**config.mk**
```make
export PLATFORM = sky130hd
export DESIGN_NAME = bmp_grayscale_threshold_filter
export DESIGN_NICKNAME = d
export VERILOG_FILES = /design/src/rtl/bgtf_pkg.sv /design/src/rtl/bmp_grayscale_threshold_filter.sv /design/src/rtl/bgtf_fifo.sv /design/src/rtl/bgtf_front.sv /design/src/rtl/bgtf_back.sv
export SDC_FILE = /design/constraint.sdc
export NUM_CORES = 1
export LEC_CHECK = 0
export BUFFER_PORTS_ARGS = -buffer_cell sky130_fd_sc_hd__buf_2
export CORE_MARGIN = 5
export CORE_UTILIZATION = 25
export CTS_BUF_LIST = sky130_fd_sc_hd__clkbuf_2 sky130_fd_sc_hd__clkbuf_4 sky130_fd_sc_hd__clkbuf_8
export DETAILED_ROUTE_END_ITERATION = 16
export PLACE_DENSITY = 0.4
export SLEW_MARGIN = 10
export SYNTH_ARGS = -nofsm -noshare
export SYNTH_HDL_FRONTEND = slang
export SYNTH_HIERARCHICAL = 1
export SYNTH_SLANG_ARGS = --single-unit
```
**constraint.sdc**
```tcl
create_clock -name clk -period 12.9 [get_ports clk]
set_input_delay 1.29 -clock clk [delete_from_list [all_inputs] [get_ports clk]]
set_output_delay 1.29 -clock clk [all_outputs]
set_load 0.01 [all_outputs]
```
**src/rtl/bgtf_pkg.sv**
```systemverilog
`timescale 1ns / 1ps
// ----------------------------------------------------------------------------
// bgtf_pkg
// Shared types and constants of the BMP grayscale / threshold filter.
// ----------------------------------------------------------------------------
package bgtf_pkg;

  // header byte positions
  localparam logic [31:0] OffsetPos   = 32'd10;
  localparam logic [31:0] WidthPos    = 32'd18;
  localparam logic [31:0] HeightPos   = 32'd22;
  localparam logic [31:0] ErrCheckPos = 32'd13;
  localparam logic [31:0] HeaderLen   = 32'd26;
  localparam logic [31:0] WordLast    = 32'd3;

  // configuration port
  localparam int unsigned AddrW = 2;
  localparam logic [AddrW-1:0] RegGrayMode = 2'd0;

  // divide by three: avg = (sum * 683) >> 11, exact for sums up to 765
  localparam int unsigned SumW        = 10;
  localparam int unsigned ProdW       = 21;
  localparam int unsigned Recip3      = 683;
  localparam int unsigned Recip3Shift = 11;
  localparam logic [7:0]  ThreshLevel = 8'd128;
  localparam logic [7:0]  ByteBlack   = 8'h00;
  localparam logic [7:0]  ByteWhite   = 8'hFF;

  // job queue between front and back
  localparam int unsigned FifoDepth = 4;
  localparam int unsigned FifoPtrW  = $clog2(FifoDepth);
  localparam int unsigned FifoCntW  = $clog2(FifoDepth + 1);

  typedef enum logic [1:0] {
    JOB_PASS  = 2'd0,  // one byte as given
    JOB_PAIR  = 2'd1,  // held blue then current byte (file ends mid pixel)
    JOB_PIXEL = 2'd2   // three bytes of the filtered pixel
  } job_kind_t;

  typedef struct packed {
    job_kind_t         kind;
    logic [7:0]        b0;
    logic [7:0]        b1;
    logic [SumW-1:0]   sum;
    logic              err;
  } job_t;

endpackage

```
**src/rtl/bmp_grayscale_threshold_filter.sv**
```systemverilog
`timescale 1ns / 1ps
// ----------------------------------------------------------------------------
// bmp_grayscale_threshold_filter
// 24-bit BMP byte stream filter: pixels become gray or black/white, all
// other bytes pass through unchanged.
// ----------------------------------------------------------------------------
// the first result byte of an accepted byte is written into the job queue and
//   then into the output stage register that drives the result ports (queue
//   and output stage empty)
// throughput: one input byte per cycle unless full; one result byte per cycle
//   while pop is high; a pixel's red byte yields three, buffered by a 4-job queue
// reset: all stream state cleared, gray_mode = 0 (threshold mode)
module bmp_grayscale_threshold_filter import bgtf_pkg::*; (
  input  logic             clk,
  input  logic             rst,
  // byte input
  input  logic             push,
  output logic             full,
  input  logic [7:0]       in_byte,
  input  logic             end_of_file,
  // result output
  output logic             empty,
  input  logic             pop,
  output logic [7:0]       out_byte,
  output logic             last_of_run,
  output logic             header_error,
  // configuration
  input  logic             psel,
  input  logic             penable,
  input  logic             pwrite,
  input  logic [AddrW-1:0] paddr,
  input  logic [31:0]      pwdata,
  output logic [31:0]      prdata,
  output logic             pready
);

  logic gray_mode;
  logic job_wr;
  job_t job;
  logic fifo_rd;
  job_t fifo_data;
  logic fifo_full;
  logic fifo_empty;

  assign pready = 1'b1;
  assign prdata = (paddr == RegGrayMode) ? {31'b0, gray_mode} : '0;
  assign full   = fifo_full;

  always_ff @(posedge clk) begin
    if (rst) begin
      gray_mode <= 1'b0;
    end else if (psel && penable && pwrite && pready && paddr == RegGrayMode) begin
      gray_mode <= pwdata[0];
    end
  end

  bgtf_front u_front (
    .clk         (clk),
    .rst         (rst),
    .push        (push),
    .in_byte     (in_byte),
    .end_of_file (end_of_file),
    .fifo_full   (fifo_full),
    .job_wr      (job_wr),
    .job         (job)
  );

  bgtf_fifo u_fifo (
    .clk     (clk),
    .rst     (rst),
    .wr_en   (job_wr),
    .wr_data (job),
    .rd_en   (fifo_rd),
    .rd_data (fifo_data),
    .full    (fifo_full),
    .empty   (fifo_empty)
  );

  bgtf_back u_back (
    .clk          (clk),
    .rst          (rst),
    .gray_mode    (gray_mode),
    .fifo_empty   (fifo_empty),
    .fifo_data    (fifo_data),
    .fifo_rd      (fifo_rd),
    .pop          (pop),
    .empty        (empty),
    .out_byte     (out_byte),
    .last_of_run  (last_of_run),
    .header_error (header_error)
  );

endmodule

```
**src/rtl/bgtf_fifo.sv**
```systemverilog
`timescale 1ns / 1ps
// ----------------------------------------------------------------------------
// bgtf_fifo
// Short flip-flop queue of jobs between the classifier and the output stage.
// ----------------------------------------------------------------------------
module bgtf_fifo import bgtf_pkg::*; (
  input  logic clk,
  input  logic rst,
  input  logic wr_en,
  input  job_t wr_data,
  input  logic rd_en,
  output job_t rd_data,
  output logic full,
  output logic empty
);

  job_t                entries [FifoDepth];
  logic [FifoPtrW-1:0] wr_ptr;
  logic [FifoPtrW-1:0] rd_ptr;
  logic [FifoCntW-1:0] count;
  logic                do_wr;
  logic                do_rd;

  assign full    = (count == FifoCntW'(FifoDepth));
  assign empty   = (count == '0);
  assign do_wr   = wr_en && !full;
  assign do_rd   = rd_en && !empty;
  assign rd_data = entries[rd_ptr];

  always_ff @(posedge clk) begin
    if (rst) begin
      wr_ptr <= '0;
      rd_ptr <= '0;
      count  <= '0;
    end else begin
      if (do_wr) begin
        wr_ptr <= wr_ptr + 1'b1;
      end
      if (do_rd) begin
        rd_ptr <= rd_ptr + 1'b1;
      end
      if (do_wr && !do_rd) begin
        count <= count + 1'b1;
      end else if (do_rd && !do_wr) begin
        count <= count - 1'b1;
      end
    end
  end

  always_ff @(posedge clk) begin
    if (do_wr) begin
      entries[wr_ptr] <= wr_data;
    end
  end

  a_count_bound: assert property (@(posedge clk) disable iff (rst)
    count <= FifoCntW'(FifoDepth))
    else $error("job queue count beyond depth");

  a_no_write_full: assert property (@(posedge clk) disable iff (rst)
    wr_en |-> !full)
    else $error("job written into full queue");

endmodule

```
**src/rtl/bgtf_front.sv**
```systemverilog
`timescale 1ns / 1ps
// ----------------------------------------------------------------------------
// bgtf_front
// Accepts file bytes, tracks header and pixel position, and emits one job
// per byte that produces output.
// ----------------------------------------------------------------------------
module bgtf_front import bgtf_pkg::*; (
  input  logic       clk,
  input  logic       rst,
  input  logic       push,
  input  logic [7:0] in_byte,
  input  logic       end_of_file,
  input  logic       fifo_full,
  output logic       job_wr,
  output job_t       job
);

  logic [31:0] byte_position, byte_position_next;
  logic [31:0] pixel_offset, pixel_offset_next;
  logic [31:0] image_width, image_width_next;
  logic [31:0] image_height, image_height_next;
  logic [7:0]  held_blue, held_blue_next;
  logic [7:0]  held_green, held_green_next;
  logic [1:0]  pixel_phase, pixel_phase_next;
  logic [31:0] column_count, column_count_next;
  logic [1:0]  pad_count, pad_count_next;
  logic [31:0] row_count, row_count_next;
  logic        region_done, region_done_next;

  logic        accept;
  logic [1:0]  lane;
  logic        err;
  logic        width_ok;
  logic        height_ok;
  logic        filtering;
  logic [1:0]  pad_need;
  logic        row_done;
  logic        job_valid;
  logic [31:0] column_inc;
  logic [31:0] row_inc;

  assign accept = push && !fifo_full;
  assign job_wr = accept && job_valid;

  always_comb begin
    // header words start at a position with low bits 2'b10
    lane               = byte_position[1:0] - 2'd2;
    pixel_offset_next  = pixel_offset;
    image_width_next   = image_width;
    image_height_next  = image_height;
    held_blue_next     = held_blue;
    held_green_next    = held_green;
    pixel_phase_next   = pixel_phase;
    column_count_next  = column_count;
    pad_count_next     = pad_count;
    row_count_next     = row_count;
    region_done_next   = region_done;
    row_done           = 1'b0;
    column_inc         = column_count + 32'd1;
    row_inc            = row_count + 32'd1;

    if (byte_position >= OffsetPos && byte_position <= OffsetPos + WordLast) begin
      pixel_offset_next[{lane, 3'b000} +: 8] = in_byte;
    end else if (byte_position >= WidthPos && byte_position <= WidthPos + WordLast) begin
      image_width_next[{lane, 3'b000} +: 8] = in_byte;
    end else if (byte_position >= HeightPos && byte_position <= HeightPos + WordLast) begin
      image_height_next[{lane, 3'b000} +: 8] = in_byte;
    end

    err       = (byte_position >= ErrCheckPos) && (pixel_offset_next < HeaderLen);
    width_ok  = (image_width_next != '0) && !image_width_next[31];
    height_ok = (image_height_next != '0) && !image_height_next[31];
    pad_need  = image_width_next[1:0];
    filtering = !err && !region_done && (byte_position >= HeaderLen)
                && (byte_position >= pixel_offset_next) && width_ok && height_ok;

    job.kind  = JOB_PASS;
    job.b0    = in_byte;
    job.b1    = in_byte;
    job.sum   = SumW'(held_blue) + SumW'(held_green) + SumW'(in_byte);
    job.err   = err;
    job_valid = 1'b1;

    if (filtering) begin
      if (column_count < image_width_next) begin
        case (pixel_phase)
          2'd0: begin
            held_blue_next   = in_byte;
            pixel_phase_next = 2'd1;
            job_valid        = end_of_file;
          end
          2'd1: begin
            held_green_next  = in_byte;
            pixel_phase_next = 2'd2;
            job_valid        = end_of_file;
            job.kind         = JOB_PAIR;
            job.b0           = held_blue;
          end
          default: begin
            job.kind          = JOB_PIXEL;
            pixel_phase_next  = 2'd0;
            column_count_next = column_inc;
            if (column_inc == image_width_next && pad_need == 2'd0) begin
              row_done = 1'b1;
            end
          end
        endcase
      end else begin
        // padding byte
        if ({1'b0, pad_count} + 3'd1 >= {1'b0, pad_need}) begin
          row_done = 1'b1;
        end else begin
          pad_count_next = pad_count + 2'd1;
        end
      end
    end

    if (row_done) begin
      column_count_next = '0;
      pad_count_next    = '0;
      row_count_next    = row_inc;
      if (row_inc == image_height_next) begin
        region_done_next = 1'b1;
      end
    end

    byte_position_next = (byte_position == '1) ? byte_position : byte_position + 32'd1;

    if (end_of_file) begin
      byte_position_next = '0;
      pixel_offset_next  = '0;
      image_width_next   = '0;
      image_height_next  = '0;
      held_blue_next     = '0;
      held_green_next    = '0;
      pixel_phase_next   = '0;
      column_count_next  = '0;
      pad_count_next     = '0;
      row_count_next     = '0;
      region_done_next   = 1'b0;
    end
  end

  always_ff @(posedge clk) begin
    if (rst) begin
      byte_position <= '0;
      pixel_offset  <= '0;
      image_width   <= '0;
      image_height  <= '0;
      held_blue     <= '0;
      held_green    <= '0;
      pixel_phase   <= '0;
      column_count  <= '0;
      pad_count     <= '0;
      row_count     <= '0;
      region_done   <= 1'b0;
    end else if (accept) begin
      byte_position <= byte_position_next;
      pixel_offset  <= pixel_offset_next;
      image_width   <= image_width_next;
      image_height  <= image_height_next;
      held_blue     <= held_blue_next;
      held_green    <= held_green_next;
      pixel_phase   <= pixel_phase_next;
      column_count  <= column_count_next;
      pad_count     <= pad_count_next;
      row_count     <= row_count_next;
      region_done   <= region_done_next;
    end
  end

  a_phase_range: assert property (@(posedge clk) disable iff (rst)
    pixel_phase != 2'd3)
    else $error("pixel phase out of range");

  a_eof_clears: assert property (@(posedge clk) disable iff (rst)
    accept && end_of_file |=> byte_position == '0 && pixel_phase == 2'd0)
    else $error("state not cleared after end of file");

endmodule

```
**src/rtl/bgtf_back.sv**
```systemverilog
`timescale 1ns / 1ps
// ----------------------------------------------------------------------------
// bgtf_back
// Takes jobs from the queue, computes the pixel value and hands out one
// result byte per pop.
// ----------------------------------------------------------------------------
module bgtf_back import bgtf_pkg::*; (
  input  logic       clk,
  input  logic       rst,
  input  logic       gray_mode,
  input  logic       fifo_empty,
  input  job_t       fifo_data,
  output logic       fifo_rd,
  input  logic       pop,
  output logic       empty,
  output logic [7:0] out_byte,
  output logic       last_of_run,
  output logic       header_error
);

  logic             cur_valid;
  job_kind_t        cur_kind;
  logic [7:0]       cur_b0;
  logic [7:0]       cur_b1;
  logic             cur_err;
  logic [1:0]       idx;

  logic [ProdW-1:0] prod;
  logic [7:0]       avg;
  logic [7:0]       pix_val;
  logic [1:0]       last_idx;
  logic             take;
  logic             load;

  always_comb begin
    prod    = ProdW'(fifo_data.sum) * ProdW'(Recip3);
    avg     = prod[Recip3Shift +: 8];
    pix_val = gray_mode ? avg : ((avg < ThreshLevel) ? ByteBlack : ByteWhite);
  end

  always_comb begin
    unique case (cur_kind)
      JOB_PASS:  last_idx = 2'd0;
      JOB_PAIR:  last_idx = 2'd1;
      JOB_PIXEL: last_idx = 2'd2;
      default:   last_idx = 2'd0;
    endcase
  end

  assign empty        = !cur_valid;
  assign last_of_run  = (idx == last_idx);
  assign header_error = cur_err;
  assign out_byte     = (idx != 2'd0 && cur_kind == JOB_PAIR) ? cur_b1 : cur_b0;

  assign take    = pop && cur_valid;
  assign load    = !cur_valid || (take && last_of_run);
  assign fifo_rd = load && !fifo_empty;

  always_ff @(posedge clk) begin
    if (rst) begin
      cur_valid <= 1'b0;
      cur_kind  <= JOB_PASS;
      idx       <= '0;
    end else if (load) begin
      cur_valid <= !fifo_empty;
      cur_kind  <= fifo_data.kind;
      idx       <= '0;
    end else if (take) begin
      idx <= idx + 2'd1;
    end
  end

  always_ff @(posedge clk) begin
    if (fifo_rd) begin
      cur_b0  <= (fifo_data.kind == JOB_PIXEL) ? pix_val : fifo_data.b0;
      cur_b1  <= fifo_data.b1;
      cur_err <= fifo_data.err;
    end
  end

  a_pass_single: assert property (@(posedge clk) disable iff (rst)
    cur_valid && cur_kind == JOB_PASS |-> idx == 2'd0)
    else $error("pass job beyond its only byte");

  a_pair_bound: assert property (@(posedge clk) disable iff (rst)
    cur_valid && cur_kind == JOB_PAIR |-> idx != 2'd2 && idx != 2'd3)
    else $error("pair job beyond its second byte");

  a_load_valid: assert property (@(posedge clk) disable iff (rst)
    fifo_rd |=> cur_valid && idx == 2'd0)
    else $error("loaded job not presented");

endmodule
```
==> flow_metrics.py <==
metrics = {
    "power": {
        "p_sw_mw": 2.559,
        "sw_frac_of_total": 0.4342,
        "seqPwrFrac": 0.224,
        "clkPwrFrac": 0.220,
        "p_leak_nw": 9.639,
        "power.density_mw_per_mm2": 229.8,
        "internal_power_mw": 3.335,
        "p_comb_frac": 0.556,
        "peakVddDrop_mv": 0.3479,
    },
    "floorplan": {
        "die_x_um": 312.4,
        "io_pins": 95,
        "core_area_mm2": 0.09125,
        "die_h_um": 312.4,
        "dieArea_mm2": 0.09758,
        "rows": 111,
        "start_util": 0.2505,
    },
    "detailed_routing": {
        "ant_nets": 0,
        "via_count": 18090,
        "routed_via_density": 5.014,
        "routedWlPerCell_um": 20.11,
        "routed_wl_um": 72550,
        "firstDrtPassIters": 5,
        "drt_iter0_markers": 1131,
        "drc_errors": 0,
    },
    "clock_tree": {
        "path_clk_slew_ps": 60,
        "worstSkewPairLatency_ps": 680,
        "htree_levels": 3,
        "cts_made_buffers": 74,
        "cts_tree": "done",
        "postCtsHoldBufs": 0,
        "cts_root_buffer": "clkbuf_8",
        "cts_sinks": 361,
        "cts_resized": 0,
        "cts_max_path_buffers": 3,
        "post-cts-setup-buffers": 0,
    },
    "timing": {
        "skew_ps": 38.84,
        "max_freq_ghz": 0.1308,
        "worstMarginPinSlew_ps": 1183,
        "layout_setup_ws_ps": 5255,
        "finalSetupViolCount": 0,
        "drv_slew": 0,
        "fin_crit_sh": 0.5926,
        "maxSlewHeadroom": 0.2071,
        "rsz0062_at_grt": "false",
        "fin_crit_ps": 7645,
        "hold_viol_final": 0,
        "tns_ps": 0,
    },
    "global_route": {
        "overflow": 0,
        "antenna_found_initial": 5,
        "grt_pass1_vias": 18140,
        "grt_usage": 0.1454,
        "grt_pass1_wl_um": 110400,
        "grt_max_degree": 83,
    },
    "yosys": {
        "synth-edff-count": 133,
        "synth-seq-cells": 361,
        "yosysTopAreaCellShare": 0.1997,
        "ys_top_cells_by_area": "dfxtp_1 20%, edfxtp_1 17%, ha_1 7.9%",
        "synth.avg_cell_area_um2": 9.707,
        "async_flop_share": 0,
        "ys_warn_count": 6,
        "yosysUniqueCellTypes": 95,
        "synth.largest_area_cell": "dfxtp_1",
        "yosysSeqAreaShare": 0.3744,
        "synthCells": 2355,
        "synth_area_mm2": 0.02286,
        "synth_ff_type": "dfxtp_1",
    },
    "cells_and_area": {
        "final_cell_mix": "227 x dfxtp_1, 226 x nor2_1, 145 x ha_1",
        "syn2layout_area_growth_pct": 12.21,
        "layout_commonest_cell": "dfxtp_1",
        "drive_gt1_frac": 0.1247,
        "final_nets": 2593,
    },
    "critical_path": {
        "critical_path_peak_fanout": 28,
        "arrival_ps": 8140,
        "criticalPathCategory": "register to register",
        "worstPathRequired_ps": 13400,
        "endpoint_kind": "register",
        "start_kind": "register",
    },
    "placed_design": {
        "dp_hpwl_um": 52500,
        "globalplace.congestion": 0.8399,
        "pre_cts_ws_ps": 5324,
        "io_buffers": 31,
    },
    "flow_run": {
        "drv_cap": 0,
    },
    "min_path": {
        "hold_class": "register to register",
    },
    "outcome": {
        "status": "finished, final reports clean",
    },
}
## worst max-delay path: stages, from the launching register on
cell,delay (ps)
dfxtp_1,600
ha_1,410
nor3b_1,130
or3_1,440
nor4_2,190
buf_4,270
mux2i_1,610
ha_1,370
a211oi_1,240
o221ai_1,160
nor2b_1,150
or4_1,570
a41oi_1,700
nand3_1,170
nor4_1,500
a31oi_4,450
buf_4,410
o31ai_2,880
o22ai_1,190
## power groups by stage
| stage | clock [mW] | sequential, mW | combinational, mW |
|---|---|---|---|
| after floorplan | 0 | 1.33 | 2.43 |
| after global placement | 0 | 1.34 | 3.23 |
| after detailed placement | 0 | 1.35 | 3.28 |
| after CTS | 1.35 | 1.32 | 3.30 |
| after global routing | 1.40 | 1.33 | 3.74 |
| final | 1.30 | 1.32 | 3.28 |
## Yosys cell counts, types with 27 or more instances
| master | instances |
|---|---|
| a21oi_1 | 83 |
| a22oi_1 | 67 |
| and2_1 | 65 |
| buf_4 | 46 |
| clkbuf_1 | 75 |
| dfxtp_1 | 228 |
| edfxtp_1 | 133 |
| fa_1 | 32 |
| ha_1 | 145 |
| inv_1 | 112 |
| mux2i_1 | 101 |
| mux4_2 | 28 |
| nand2_1 | 141 |
| nand3_1 | 73 |
| nand4_1 | 72 |
| nor2_1 | 226 |
| nor3_1 | 42 |
| nor4_1 | 27 |
| o21ai_0 | 64 |
| xnor2_1 | 105 |
| xor2_1 | 49 |
## logic make-up after synthesis
logic type      count (synthesis)  share of synthesized area
fa+ha+maj                     177                     0.1074
compound gates                412                     0.1246
mux                           156                    0.08577
xor+xnor                      154                    0.05900
flops                         361                     0.3744
other cells                     2                  0.0003285
simple gates                  822                     0.1928
buf+inv                       271                    0.05577
## registers in the layout, indices dropped and copies added (netlist names), named ones only
signal,flops
u_fifo/entries,116
u_front/byte_position,32
u_front/column_count,32
u_front/image_height,32
u_front/image_width,32
u_front/pixel_offset,32
u_front/row_count,32
u_back/cur_b0,8
u_back/cur_b1,8
u_front/held_blue,8
u_front/held_green,8
u_fifo/count,3
u_back/cur_kind,2
u_back/idx,2
u_fifo/rd_ptr,2
u_fifo/wr_ptr,2
u_front/pad_count,2
u_front/pixel_phase,2
gray_mode,1
u_back/cur_valid,1
u_back/header_error,1
u_front/region_done,1
## final cells by class
cell class,count,area [um2]
well taps,1186,1484
flip-flops and latches,361,8559
diodes,1,2.502
multi-input cells,1753,13190
clock inverters,21,209.0
clock buffers,110,1383
fillers,9553,65600
inverters,112,420.4
repair buffers,64,405.4
## stage by stage
step | power (mW) | utilization | cells | hold WS, ps | cell area (um2)
floorplan | 3.764 | - | 2385 | 425.9 | 22970
global placement | 4.570 | 0.2636 | 3476 | 449.9 | 24060
detailed placement | 4.630 | 0.2636 | 3476 | 456.5 | 24060
CTS | 5.977 | 0.2811 | 3607 | 467.9 | 25650
global route | 6.463 | 0.2811 | 3608 | 504.6 | 25650
finish | 5.894 | 0.2811 | 3608 | 469.3 | 25650
## per-layer routing
layer | part of all wire | global-route usage | vias up
met5 | 0.00026 | 0 | -
met4 | 0.025 | 0.04448 | 2
met3 | 0.053 | 0.03037 | 122
met2 | 0.47 | 0.2428 | 426
met1 | 0.45 | 0.1898 | 8921
li1 | - | - | 8619
## path summary, 6_finish.rpt
check	startpoint	end	slack (ps)	cells after the start
worst min-delay path	u_front/image_height[8]$_SDFFE_PP0P_	u_front/image_height[8]$_SDFFE_PP0P_	470	2
worst min register to register	u_front/image_height[8]$_SDFFE_PP0P_	u_front/image_height[8]$_SDFFE_PP0P_	470	2
worst max-delay path	u_front/byte_position[0]$_SDFFE_PP0P_	u_front/column_count[27]$_SDFFE_PP0P_	5250	18
worst max register to register	u_front/byte_position[0]$_SDFFE_PP0P_	u_front/column_count[27]$_SDFFE_PP0P_	5250	18
Note: power is estimated with default switching activity, not from simulation.
